--- config.mk ---
export PLATFORM = sky130hd
export DESIGN_NAME = bmp_pixel_stream_decoder_flat
export DESIGN_NICKNAME = d
export VERILOG_FILES = /design/src/hdl/bpsd_pkg.sv /design/src/hdl/bpsd_if.sv /design/src/hdl/bmp_pixel_stream_decoder.sv /design/src/hdl/bpsd_queue.sv /design/src/hdl/bpsd_front.sv /design/src/hdl/bpsd_back.sv /design/src/flat_wrapper.sv
export SDC_FILE = /design/constraint.sdc
export NUM_CORES = 2
export LEC_CHECK = 0
export BUFFER_PORTS_ARGS = -buffer_cell sky130_fd_sc_hd__buf_2
export CAP_MARGIN = 20
export CORE_ASPECT_RATIO = 0.5
export CORE_MARGIN = 1.5
export CORE_UTILIZATION = 58
export CTS_CLUSTER_DIAMETER = 30
export DETAILED_ROUTE_END_ITERATION = 6
export HOLD_SLACK_MARGIN = 0.12
export PLACE_DENSITY = 0.87
export SYNTH_ARGS = -nofsm -noshare
export SYNTH_HDL_FRONTEND = slang
export SYNTH_SLANG_ARGS = --single-unit
--- constraint.sdc ---
create_clock -name clk -period 9.9 [get_ports clk]
set_input_delay 0 -clock clk [delete_from_list [all_inputs] [get_ports clk]]
set_output_delay 0 -clock clk [all_outputs]
set_load 0.02 [all_outputs]
--- src/hdl/bpsd_pkg.sv ---
`default_nettype none
package bpsd_pkg;

    // Largest accepted image, in pixels
    localparam int MAX_WIDTH  = 4096;
    localparam int MAX_HEIGHT = 4096;

    localparam int COL_W  = $clog2(MAX_WIDTH + 1);
    localparam int ROW_W  = $clog2(MAX_HEIGHT + 1);
    localparam int DIM_W  = $clog2(((MAX_WIDTH > MAX_HEIGHT) ? MAX_WIDTH : MAX_HEIGHT) + 1);
    localparam int AREA_W = 2 * DIM_W;

    localparam logic [31:0] HDR_LEN    = 32'd54;
    localparam logic [15:0] BMP_SIG    = 16'h4D42;
    localparam logic [15:0] BPP_24     = 16'd24;
    localparam logic [15:0] BPP_32     = 16'd32;
    localparam logic [7:0]  ALPHA_OPAQ = 8'hFF;
    localparam logic [31:0] AREA_LIMIT = 32'h3FFF_FFFF;

    // Header byte positions
    localparam logic [31:0] POS_SIG_LO = 32'd0;
    localparam logic [31:0] POS_SIG_HI = 32'd1;
    localparam logic [31:0] POS_OFF    = 32'd10;
    localparam logic [31:0] POS_WID    = 32'd18;
    localparam logic [31:0] POS_HGT    = 32'd22;
    localparam logic [31:0] POS_BPP    = 32'd28;
    localparam logic [31:0] POS_BPP_HI = 32'd29;

    typedef enum logic [2:0] {
        PH_HEADER,
        PH_SKIP,
        PH_PIXEL,
        PH_PAD,
        PH_DONE
    } phase_t;

    typedef enum logic [2:0] {
        ERR_NONE,
        ERR_TOO_SMALL,
        ERR_SIGNATURE,
        ERR_DEPTH,
        ERR_DIMENSIONS,
        ERR_BOUNDS,
        ERR_TOO_LARGE,
        ERR_OFFSET
    } err_t;

    typedef enum logic [1:0] {
        OP_BYTE,
        OP_PIXEL,
        OP_STATUS
    } op_t;

    // One queued work beat from the parser to the pixel packer
    typedef struct packed {
        op_t         op;
        logic [7:0]  data;
        logic [1:0]  chan;
        logic        is32;
        logic [23:0] index;
        logic        fin;
        err_t        code;
    } beat_t;

    // Bytes of padding that bring a row to a multiple of four
    function automatic logic [1:0] row_pad(input logic [1:0] w_lo, input logic is32);
        logic [1:0] rb;
        rb = is32 ? 2'd0 : 2'(w_lo + {w_lo, 1'b0});
        return 2'(2'd0 - rb);
    endfunction

endpackage
`default_nettype wire

--- src/hdl/bpsd_if.sv ---
`default_nettype none
interface bpsd_in_if;
    logic       valid;
    logic       ready;
    logic [7:0] file_byte;
    logic       first_byte;

    modport source (output valid, output file_byte, output first_byte, input ready);
    modport sink   (input valid, input file_byte, input first_byte, output ready);
endinterface

interface bpsd_out_if;
    logic        valid;
    logic        ready;
    logic        pixel_valid;
    logic [23:0] pixel_index;
    logic [31:0] color;
    logic        finished;
    logic [2:0]  error_code;

    modport source (output valid, output pixel_valid, output pixel_index, output color,
                    output finished, output error_code, input ready);
    modport sink   (input valid, input pixel_valid, input pixel_index, input color,
                    input finished, input error_code, output ready);
endinterface
`default_nettype wire

--- src/hdl/bmp_pixel_stream_decoder.sv ---
`default_nettype none
// Streaming decoder for uncompressed 24- and 32-bit BMP files. Bytes of one
// file enter in order on byte_in, one beat per cycle while ready is high;
// first_byte restarts the parse. Write file_size before the file starts. The
// 54-byte header is checked on its last byte; a failing header, or a file_size
// below 54, gives a single status beat with finished set and the error code.
// Each pixel then comes out as 0xAARRGGBB with its frame-buffer index (rows
// flipped unless the height is negative); the last pixel carries finished. The
// parser feeds a two-beat queue into the pixel packer, whose output register
// decouples the sink. The payload size check runs in a radix-4 multiply after
// byte 29, which the remaining header bytes cover.
module bmp_pixel_stream_decoder
    import bpsd_pkg::*;
(
    input  wire logic        clk,
    input  wire logic        rst_n,
    input  wire logic        cfg_wr_en,
    input  wire logic [31:0] cfg_wr_data,
    bpsd_in_if.sink          byte_in,
    bpsd_out_if.source       pixel_out
);

    beat_t wr_beat;
    beat_t rd_beat;
    logic  push;
    logic  pop;
    logic  full;
    logic  empty;

    bpsd_front u_front (
        .clk         (clk),
        .rst_n       (rst_n),
        .cfg_wr_en   (cfg_wr_en),
        .cfg_wr_data (cfg_wr_data),
        .byte_in     (byte_in),
        .push        (push),
        .wr_beat     (wr_beat),
        .full        (full)
    );

    bpsd_queue u_queue (
        .clk     (clk),
        .rst_n   (rst_n),
        .push    (push),
        .wr_beat (wr_beat),
        .full    (full),
        .pop     (pop),
        .rd_beat (rd_beat),
        .empty   (empty)
    );

    bpsd_back u_back (
        .clk       (clk),
        .rst_n     (rst_n),
        .rd_beat   (rd_beat),
        .empty     (empty),
        .pop       (pop),
        .pixel_out (pixel_out)
    );

endmodule
`default_nettype wire

--- src/hdl/bpsd_queue.sv ---
`default_nettype none
module bpsd_queue
    import bpsd_pkg::*;
(
    input  wire logic  clk,
    input  wire logic  rst_n,
    input  wire logic  push,
    input  beat_t      wr_beat,
    output logic       full,
    input  wire logic  pop,
    output beat_t      rd_beat,
    output logic       empty
);

    beat_t      slot_reg [2];
    logic       wr_ptr_reg;
    logic       rd_ptr_reg;
    logic [1:0] count_reg;

    assign full    = (count_reg == 2'd2);
    assign empty   = (count_reg == 2'd0);
    assign rd_beat = slot_reg[rd_ptr_reg];

    // Store beats
    always_ff @(posedge clk)
    begin
        if (push)
        begin
            slot_reg[wr_ptr_reg] <= wr_beat;
        end
    end

    // Advance pointers and fill level
    always_ff @(posedge clk or negedge rst_n)
    begin
        if (!rst_n)
        begin
            wr_ptr_reg <= 1'b0;
            rd_ptr_reg <= 1'b0;
            count_reg  <= 2'd0;
        end
        else
        begin
            if (push)
            begin
                wr_ptr_reg <= ~wr_ptr_reg;
            end
            if (pop)
            begin
                rd_ptr_reg <= ~rd_ptr_reg;
            end
            if (push && !pop)
            begin
                count_reg <= count_reg + 2'd1;
            end
            else if (pop && !push)
            begin
                count_reg <= count_reg - 2'd1;
            end
        end
    end

endmodule
`default_nettype wire

--- src/hdl/bpsd_front.sv ---
`default_nettype none
module bpsd_front
    import bpsd_pkg::*;
(
    input  wire logic         clk,
    input  wire logic         rst_n,
    input  wire logic         cfg_wr_en,
    input  wire logic [31:0]  cfg_wr_data,
    bpsd_in_if.sink           byte_in,
    output logic              push,
    output beat_t             wr_beat,
    input  wire logic         full
);

    logic [31:0] file_size_reg;
    phase_t      phase_reg, phase_next;
    logic [31:0] pos_reg, pos_next;
    logic [15:0] sig_reg, sig_next;
    logic [31:0] off_reg, off_next;
    logic [31:0] wid_reg, wid_next;
    logic [31:0] hgt_reg, hgt_next;
    logic [15:0] bpp_reg, bpp_next;
    logic [COL_W-1:0] col_reg, col_next;
    logic [ROW_W-1:0] row_reg, row_next;
    logic [1:0]  chan_reg, chan_next;
    logic [1:0]  pad_reg, pad_next;
    logic [23:0] base_reg, base_next;

    // Size check sequencer
    logic [4:0]  step_reg;
    logic [34:0] stride_reg;
    logic [36:0] stride3_reg;
    logic [31:0] hdig_reg;
    logic [31:0] acc_reg;
    logic        sat_reg;
    logic [23:0] base0_reg;
    logic [AREA_W-1:0] area_reg;

    logic        fire;
    logic        seq_start;
    logic        is32;
    logic [31:0] hmag;
    logic [47:0] base0_prod;
    logic [36:0] addend;
    logic [37:0] acc_sum;

    assign byte_in.ready = ~full;
    assign fire          = byte_in.valid & ~full;
    assign is32          = (bpp_reg == BPP_32);
    assign hmag          = hgt_reg[31] ? (~hgt_reg + 32'd1) : hgt_reg;
    assign base0_prod    = (hmag[23:0] - 24'd1) * wid_reg[23:0];

    // Register the file size
    always_ff @(posedge clk or negedge rst_n)
    begin
        if (!rst_n)
        begin
            file_size_reg <= 32'd0;
        end
        else if (cfg_wr_en)
        begin
            file_size_reg <= cfg_wr_data;
        end
    end

    // Register the products needed by the header checks
    always_ff @(posedge clk)
    begin
        base0_reg <= base0_prod[23:0];
        area_reg  <= wid_reg[DIM_W-1:0] * hmag[DIM_W-1:0];
    end

    // Select the next radix-4 partial product of stride times height
    always_comb
    begin
        unique case (hdig_reg[31:30])
            2'd0:    addend = 37'd0;
            2'd1:    addend = 37'(stride_reg);
            2'd2:    addend = {1'b0, stride_reg, 1'b0};
            default: addend = stride3_reg;
        endcase
        acc_sum = 38'({acc_reg, 2'b00}) + 38'(addend);
    end

    // Accumulate padded pixel bytes, saturating above 32 bits
    always_ff @(posedge clk or negedge rst_n)
    begin
        if (!rst_n)
        begin
            step_reg <= 5'd0;
        end
        else if (step_reg == 5'd0)
        begin
            if (seq_start)
            begin
                step_reg <= 5'd1;
            end
        end
        else if (step_reg == 5'd18)
        begin
            step_reg <= 5'd0;
        end
        else
        begin
            step_reg <= step_reg + 5'd1;
        end
    end

    always_ff @(posedge clk)
    begin
        if (step_reg == 5'd1)
        begin
            stride_reg <= is32 ? {1'b0, wid_reg, 2'b00}
                               : 35'({wid_reg, 1'b0}) + 35'(wid_reg)
                                 + 35'(row_pad(wid_reg[1:0], 1'b0));
            hdig_reg   <= hmag;
            acc_reg    <= 32'd0;
            sat_reg    <= 1'b0;
        end
        else if (step_reg == 5'd2)
        begin
            stride3_reg <= 37'({stride_reg, 1'b0}) + 37'(stride_reg);
        end
        else if (step_reg != 5'd0)
        begin
            hdig_reg <= {hdig_reg[29:0], 2'b00};
            if (sat_reg || (acc_sum[37:32] != 6'd0))
            begin
                sat_reg <= 1'b1;
            end
            else
            begin
                acc_reg <= acc_sum[31:0];
            end
        end
    end

    // Parse state registers
    always_ff @(posedge clk or negedge rst_n)
    begin
        if (!rst_n)
        begin
            phase_reg <= PH_HEADER;
            pos_reg   <= 32'd0;
            sig_reg   <= 16'd0;
            off_reg   <= 32'd0;
            wid_reg   <= 32'd0;
            hgt_reg   <= 32'd0;
            bpp_reg   <= 16'd0;
            col_reg   <= '0;
            row_reg   <= '0;
            chan_reg  <= 2'd0;
            pad_reg   <= 2'd0;
            base_reg  <= 24'd0;
        end
        else
        begin
            phase_reg <= phase_next;
            pos_reg   <= pos_next;
            sig_reg   <= sig_next;
            off_reg   <= off_next;
            wid_reg   <= wid_next;
            hgt_reg   <= hgt_next;
            bpp_reg   <= bpp_next;
            col_reg   <= col_next;
            row_reg   <= row_next;
            chan_reg  <= chan_next;
            pad_reg   <= pad_next;
            base_reg  <= base_next;
        end
    end

    // Classify each byte beat and update the parse
    always_comb
    begin
        phase_t           ph;
        logic [31:0]      pos;
        logic [1:0]       idx;
        logic [1:0]       chan;
        logic [COL_W-1:0] col;
        logic [ROW_W-1:0] row;
        logic             do_pixel;
        logic [1:0]       last_chan;
        logic [1:0]       pad;
        err_t             code;
        logic [7:0]       b;

        phase_next = phase_reg;
        pos_next   = pos_reg;
        sig_next   = sig_reg;
        off_next   = off_reg;
        wid_next   = wid_reg;
        hgt_next   = hgt_reg;
        bpp_next   = bpp_reg;
        col_next   = col_reg;
        row_next   = row_reg;
        chan_next  = chan_reg;
        pad_next   = pad_reg;
        base_next  = base_reg;
        push       = 1'b0;
        seq_start  = 1'b0;
        wr_beat    = '0;
        do_pixel   = 1'b0;
        code       = ERR_NONE;
        b          = byte_in.file_byte;
        ph         = byte_in.first_byte ? PH_HEADER : phase_reg;
        pos        = byte_in.first_byte ? 32'd0 : pos_reg;
        chan       = byte_in.first_byte ? 2'd0 : chan_reg;
        col        = byte_in.first_byte ? '0 : col_reg;
        row        = byte_in.first_byte ? '0 : row_reg;
        idx        = 2'(pos[1:0] - 2'd2);
        last_chan  = is32 ? 2'd3 : 2'd2;
        pad        = row_pad(wid_reg[1:0], is32);

        if (fire)
        begin
            // Restart the parse on a new file
            if (byte_in.first_byte)
            begin
                phase_next = PH_HEADER;
                chan_next  = 2'd0;
                col_next   = '0;
                row_next   = '0;
                pad_next   = 2'd0;
                base_next  = 24'd0;
                pos_next   = 32'd0;
            end
            if (ph != PH_DONE)
            begin
                pos_next = pos + 32'd1;
                unique case (ph)
                    PH_HEADER:
                    begin
                        if (pos == 32'd0 && file_size_reg < HDR_LEN)
                        begin
                            phase_next   = PH_DONE;
                            push         = 1'b1;
                            wr_beat.op   = OP_STATUS;
                            wr_beat.fin  = 1'b1;
                            wr_beat.code = ERR_TOO_SMALL;
                        end
                        else
                        begin
                            // Capture header fields, little-endian
                            if (pos == POS_SIG_LO)
                            begin
                                sig_next[7:0] = b;
                            end
                            else if (pos == POS_SIG_HI)
                            begin
                                sig_next[15:8] = b;
                            end
                            else if (pos >= POS_OFF && pos < POS_OFF + 32'd4)
                            begin
                                off_next[8*idx +: 8] = b;
                            end
                            else if (pos >= POS_WID && pos < POS_WID + 32'd4)
                            begin
                                wid_next[8*idx +: 8] = b;
                            end
                            else if (pos >= POS_HGT && pos < POS_HGT + 32'd4)
                            begin
                                hgt_next[8*idx +: 8] = b;
                            end
                            else if (pos == POS_BPP)
                            begin
                                bpp_next[7:0] = b;
                            end
                            else if (pos == POS_BPP_HI)
                            begin
                                bpp_next[15:8] = b;
                                seq_start      = 1'b1;
                            end

                            // Validate on the last header byte
                            if (pos == HDR_LEN - 32'd1)
                            begin
                                priority if (sig_reg != BMP_SIG)
                                    code = ERR_SIGNATURE;
                                else if (bpp_reg != BPP_24 && bpp_reg != BPP_32)
                                    code = ERR_DEPTH;
                                else if (wid_reg[31] || wid_reg == 32'd0 || hgt_reg == 32'd0)
                                    code = ERR_DIMENSIONS;
                                else if (off_reg >= file_size_reg || sat_reg
                                         || acc_reg > file_size_reg - off_reg)
                                    code = ERR_BOUNDS;
                                else if (wid_reg > 32'(MAX_WIDTH) || hmag > 32'(MAX_HEIGHT)
                                         || 64'(area_reg) > 64'(AREA_LIMIT))
                                    code = ERR_TOO_LARGE;
                                else if (off_reg < HDR_LEN)
                                    code = ERR_OFFSET;
                                else
                                    code = ERR_NONE;

                                if (code != ERR_NONE)
                                begin
                                    phase_next   = PH_DONE;
                                    push         = 1'b1;
                                    wr_beat.op   = OP_STATUS;
                                    wr_beat.fin  = 1'b1;
                                    wr_beat.code = code;
                                end
                                else
                                begin
                                    phase_next = (off_reg == HDR_LEN) ? PH_PIXEL : PH_SKIP;
                                    base_next  = hgt_reg[31] ? 24'd0 : base0_reg;
                                end
                            end
                        end
                    end
                    PH_SKIP:
                    begin
                        if (pos == off_reg)
                        begin
                            do_pixel   = 1'b1;
                            phase_next = PH_PIXEL;
                        end
                    end
                    PH_PAD:
                    begin
                        pad_next = pad_reg - 2'd1;
                        if (pad_reg == 2'd1)
                        begin
                            phase_next = PH_PIXEL;
                        end
                    end
                    PH_PIXEL:
                    begin
                        do_pixel = 1'b1;
                    end
                    default:
                    begin
                    end
                endcase

                // Hand channel bytes and pixel ends to the packer
                if (do_pixel)
                begin
                    push         = 1'b1;
                    wr_beat.data = b;
                    wr_beat.chan = chan;
                    wr_beat.is32 = is32;
                    if (chan < last_chan)
                    begin
                        wr_beat.op = OP_BYTE;
                        chan_next  = chan + 2'd1;
                    end
                    else
                    begin
                        wr_beat.op    = OP_PIXEL;
                        wr_beat.index = base_reg + 24'(col);
                        chan_next     = 2'd0;
                        if (32'(col) + 32'd1 >= wid_reg)
                        begin
                            col_next = '0;
                            if (32'(row) + 32'd1 >= hmag)
                            begin
                                phase_next  = PH_DONE;
                                wr_beat.fin = 1'b1;
                            end
                            else
                            begin
                                row_next  = row + 1'b1;
                                base_next = hgt_reg[31] ? base_reg + wid_reg[23:0]
                                                        : base_reg - wid_reg[23:0];
                                pad_next  = pad;
                                if (pad != 2'd0)
                                begin
                                    phase_next = PH_PAD;
                                end
                            end
                        end
                        else
                        begin
                            col_next = col + 1'b1;
                        end
                    end
                end
            end
        end
    end

endmodule
`default_nettype wire

--- src/hdl/bpsd_back.sv ---
`default_nettype none
module bpsd_back
    import bpsd_pkg::*;
(
    input  wire logic  clk,
    input  wire logic  rst_n,
    input  beat_t      rd_beat,
    input  wire logic  empty,
    output logic       pop,
    bpsd_out_if.source pixel_out
);

    logic        ovalid_reg;
    logic        pv_reg;
    logic [23:0] index_reg;
    logic [31:0] color_reg;
    logic        fin_reg;
    err_t        code_reg;
    logic [23:0] partial_reg;

    logic        load_ok;
    logic        load;
    logic [31:0] color_next;

    assign load_ok = ~ovalid_reg | pixel_out.ready;
    assign pop     = ~empty & ((rd_beat.op == OP_BYTE) | load_ok);
    assign load    = pop & (rd_beat.op != OP_BYTE);

    // Pack the last channel byte with the collected ones
    always_comb
    begin
        if (rd_beat.is32)
        begin
            color_next = {rd_beat.data, partial_reg};
        end
        else
        begin
            color_next = {ALPHA_OPAQ, rd_beat.data, partial_reg[15:0]};
        end
    end

    // Collect channel bytes
    always_ff @(posedge clk)
    begin
        if (pop && rd_beat.op == OP_BYTE)
        begin
            unique case (rd_beat.chan)
                2'd0:    partial_reg[7:0]   <= rd_beat.data;
                2'd1:    partial_reg[15:8]  <= rd_beat.data;
                default: partial_reg[23:16] <= rd_beat.data;
            endcase
        end
    end

    // Hold the result until it is taken
    always_ff @(posedge clk or negedge rst_n)
    begin
        if (!rst_n)
        begin
            ovalid_reg <= 1'b0;
        end
        else if (load)
        begin
            ovalid_reg <= 1'b1;
        end
        else if (pixel_out.ready)
        begin
            ovalid_reg <= 1'b0;
        end
    end

    always_ff @(posedge clk)
    begin
        if (load)
        begin
            if (rd_beat.op == OP_PIXEL)
            begin
                pv_reg    <= 1'b1;
                index_reg <= rd_beat.index;
                color_reg <= color_next;
                fin_reg   <= rd_beat.fin;
                code_reg  <= ERR_NONE;
            end
            else
            begin
                pv_reg    <= 1'b0;
                index_reg <= 24'd0;
                color_reg <= 32'd0;
                fin_reg   <= 1'b1;
                code_reg  <= rd_beat.code;
            end
        end
    end

    assign pixel_out.valid       = ovalid_reg;
    assign pixel_out.pixel_valid = pv_reg;
    assign pixel_out.pixel_index = index_reg;
    assign pixel_out.color       = color_reg;
    assign pixel_out.finished    = fin_reg;
    assign pixel_out.error_code  = code_reg;

endmodule
`default_nettype wire
--- src/flat_wrapper.sv ---
// flat-port wrapper written by rule: the top's interface ports become plain ports
module bmp_pixel_stream_decoder_flat import bpsd_pkg::*;
  (clk, rst_n, cfg_wr_en, cfg_wr_data, byte_in_valid, byte_in_file_byte, byte_in_first_byte, byte_in_ready, pixel_out_valid, pixel_out_pixel_valid, pixel_out_pixel_index, pixel_out_color, pixel_out_finished, pixel_out_error_code, pixel_out_ready);
  bpsd_in_if byte_in_i ();
  bpsd_out_if pixel_out_i ();
  input  wire logic clk;
  input  wire logic rst_n;
  input  wire logic cfg_wr_en;
  input  wire logic [31:0] cfg_wr_data;
  input wire logic [$bits(byte_in_i.valid)-1:0] byte_in_valid;
  input wire logic [$bits(byte_in_i.file_byte)-1:0] byte_in_file_byte;
  input wire logic [$bits(byte_in_i.first_byte)-1:0] byte_in_first_byte;
  output wire logic [$bits(byte_in_i.ready)-1:0] byte_in_ready;
  output wire logic [$bits(pixel_out_i.valid)-1:0] pixel_out_valid;
  output wire logic [$bits(pixel_out_i.pixel_valid)-1:0] pixel_out_pixel_valid;
  output wire logic [$bits(pixel_out_i.pixel_index)-1:0] pixel_out_pixel_index;
  output wire logic [$bits(pixel_out_i.color)-1:0] pixel_out_color;
  output wire logic [$bits(pixel_out_i.finished)-1:0] pixel_out_finished;
  output wire logic [$bits(pixel_out_i.error_code)-1:0] pixel_out_error_code;
  input wire logic [$bits(pixel_out_i.ready)-1:0] pixel_out_ready;
  assign byte_in_i.valid = byte_in_valid;
  assign byte_in_i.file_byte = byte_in_file_byte;
  assign byte_in_i.first_byte = byte_in_first_byte;
  assign byte_in_ready = byte_in_i.ready;
  assign pixel_out_valid = pixel_out_i.valid;
  assign pixel_out_pixel_valid = pixel_out_i.pixel_valid;
  assign pixel_out_pixel_index = pixel_out_i.pixel_index;
  assign pixel_out_color = pixel_out_i.color;
  assign pixel_out_finished = pixel_out_i.finished;
  assign pixel_out_error_code = pixel_out_i.error_code;
  assign pixel_out_i.ready = pixel_out_ready;
  bmp_pixel_stream_decoder u_core (.clk(clk), .rst_n(rst_n), .cfg_wr_en(cfg_wr_en), .cfg_wr_data(cfg_wr_data), .byte_in(byte_in_i), .pixel_out(pixel_out_i));
endmodule
==> flow_summary.toml <==
[floorplan]
io_pins = 109
die-area_um2 = 81280
rows = 72
die_width_um = 401.7
coreArea_um2 = 77920
initial_core_util = 0.5916
die_y_um = 202.4

[sta]
tightest_slew_ns = 1.229
max-slew-margin-rel = 0.1743
fin_crit_ns = 9.388
rsz0062_at_grt = "false"
final_max_slew_viol_count = 0
fin_tns_setup_ns = 0
fin_crit_sh = 0.9482
hold_viol_final = 0
setup_viol = 0
max_freq_ghz = 0.1065
skew_ns = 0.03828
fin_ws_ns = 0.5124

[cts]
cts_buffer_depth = 3
clock_latency_ns = 0.70
cts.reportedPaths.clkPinSlew_ns = 0.06
htree_levels = 3
clock-sinks = 582
root_buffer = "clkbuf_16"
cts_tree = "yes"
cts_inserted_buffers = 89

[routing]
drt-total-wl_um = 141700
drc_errors = 9
wl_per_cell_um = 22.76
vias = 39030
drtIter0Drc = 4852
firstDrtPassIters = 7
viasPerCell = 6.266
antenna_left = 0

[critical_path]
critPathKind = "reg -> reg"
r2r_cells = 35
crit_path_start_kind = "register"
cpPeakStageDelay_ns = 0.60
slowest_stage = "or4_4"
required_ns = 10.44
critPathLaunch = "u_core.u_front.hgt_reg[5]"
critical_path.most_common_cell = "fa_1"
end_kind = "register"
crit_arrival_ns = 9.93
timing.rr.start = "u_core.u_front.hgt_reg[5]"
crit_fanout = 4

[yosys]
synth_edf_count = 267
synthArstFlopShare = 0.4450
syn_inst = 4904
synthesis.nets = 5576
synth-seq-cells = 582
synth_ff_type = "edfxtp_1"
synth_cell_type_count = 100
syn_area_um2 = 46100
synth-seq-area-share = 0.3388
syn_avg_cell_area_um2 = 9.400
ys_warn_count = 0

[cells_and_area]
multi_input_area_um2 = 28160
nNetsFinal = 5781
largest_reg_flops = 82
fill_cells = 5547
layout_common_cells = "nand2_1, inv_1, ha_1, o21ai_0, nor2_1"
drive_above_1_share = 0.1080
seqCellArea_um2 = 15620
final_common_cell = "nand2_1"
area_growth_pct = 13.61

[power_and_ir_drop]
sequentialPowerShare = 0.387
combPwrFrac = 0.169
p_clk_frac = 0.444
power_density_nw_per_um2 = 143.7
vdd_drop_max_mv = 0.1515
internal_power_mw = 5.216
leakage_nw = 24.05
p_switching_mw = 2.310
swShare = 0.3069

[global_routing]
grt_pass1_vias = 39200
antenna_found_initial = 13
grt_max_degree = 112
grt_pass1_wl_um = 218900
grtUsageTotal = 0.3461
grt_overflow = 0

[placement]
place.gp.congestion = 1.077
hpwlAfterDp_um = 102500
pre_cts_slack_ns = 0.1184
numPortBuffers = 108

[run]
max-cap-violations = 0

[worst_hold_path]
hp-start = "byte_in_file_byte[2]"
hp-class = "in -> reg"
worstHoldPathCells = 3

[run_status]
outcome = "finished with violations"
violations = "design-rule violations"
[power by group through the flow]
stage	combinational, mW	clock [mW]	sequential, mW
floorplan	0.717	0	3.02
global placement	1.12	0	2.93
detailed placement	1.17	0	2.94
CTS	1.23	3.33	2.90
global route	1.36	3.46	2.93
finish	1.27	3.34	2.91
[what timing repair did]
item,in CTS,in global routing
setup endpoints to repair,0,1
buffers inserted,0,1
gates resized for setup,0,13
hold buffers,102,0
endpoints found under the hold margin,336,0
[metal layers]
layer | vias up | GRT usage | share of wire
li1 | 17420 | - | -
met4 | 12 | 0.1412 | 0.044
met2 | 2223 | 0.5462 | 0.45
met5 | - | 0.01287 | 0.0016
met3 | 530 | 0.09566 | 0.11
met1 | 18840 | 0.4502 | 0.39
[cells by family after synthesis]
family | after synthesis | share of synthesized area
flip-flops | 582 | 0.3388
adder cells (fa/ha/maj) | 626 | 0.2052
buffers and inverters | 638 | 0.05285
multiplexers | 149 | 0.03501
AO/OA/AOI/OAI | 1041 | 0.1408
AND/OR/NAND/NOR | 1531 | 0.1615
XOR/XNOR | 337 | 0.06568
[synthesized netlist by cell type (18+ instances only)]
cell | instances | area, um^2
a211oi_1 | 20 | 150.1
a21o_1 | 97 | 728.2
a21oi_1 | 276 | 1381
a22o_1 | 39 | 341.6
a31oi_1 | 37 | 231.5
and2_1 | 143 | 894.6
and3_1 | 58 | 362.9
buf_1 | 26 | 97.59
clkbuf_1 | 171 | 641.9
dfrtp_1 | 259 | 6481
dfxtp_1 | 56 | 1121
edfxtp_1 | 267 | 8018
fa_1 | 217 | 4344
ha_1 | 409 | 5117
inv_1 | 425 | 1595
mux2_2 | 98 | 1104
mux2i_1 | 51 | 510.5
nand2_1 | 563 | 2113
nand2b_1 | 55 | 344.1
nand3_1 | 111 | 555.5
nand4_1 | 37 | 231.5
nor2_1 | 292 | 1096
nor2b_1 | 54 | 337.8
nor3_1 | 78 | 390.4
nor4_1 | 26 | 162.7
o21a_1 | 24 | 180.2
o21ai_0 | 323 | 1617
o21bai_1 | 28 | 210.2
o22ai_1 | 18 | 112.6
o31ai_1 | 20 | 150.1
or3_1 | 18 | 112.6
xnor2_1 | 215 | 1883
xor2_1 | 116 | 1016
[critical path: cells and delay by family, from the launching register on]
family | cells | cell delay (ns)
XOR/XNOR | 14 | 2.79
buffers and inverters | 6 | 0.55
adder cells (fa/ha/maj) | 7 | 3.48
flip-flops | 1 | 0.38
AO/OA/AOI/OAI | 2 | 0.75
AND/OR/NAND/NOR | 6 | 1.30
[worst paths after layout]
kind                       slack [ns]                               end
max in group asynchronous        7.58         u_core.u_queue.rd_ptr_reg
max reg2reg                      0.51      u_core.u_front.base0_reg[23]
min reg2reg                      0.49        u_core.u_front.acc_reg[29]
min in group asynchronous        0.52  u_core.u_front.file_size_reg[19]
max                              0.51      u_core.u_front.base0_reg[23]
min                              0.27         u_core.u_front.sig_reg[2]
[area by class of cell]
| class | instances | area share |
|---|---|---|
| antenna | 7 | 0.0003345 |
| clock buffer | 103 | 0.04632 |
| clock inverter | 65 | 0.01457 |
| inverter | 427 | 0.03060 |
| multi-input combinational | 3684 | 0.5377 |
| sequential | 582 | 0.2983 |
| tap | 1036 | 0.02475 |
| timing repair buffer | 325 | 0.04742 |
[stage by stage]
stage                     hold WS [ns]  cells  utilization  cell area, um^2  power, mW
after floorplan                -0.2956   4904            -            46100      3.740
after global placement          0.1232   5942       0.6153            47950      4.058
after detailed placement        0.1303   5945       0.6160            48000      4.117
after CTS                       0.2494   6215       0.6702            52230      7.470
after global routing            0.2720   6223       0.6719            52360      7.749
final                           0.2705   6229       0.6721            52370      7.526
Note: power is estimated with default switching activity, not from simulation.
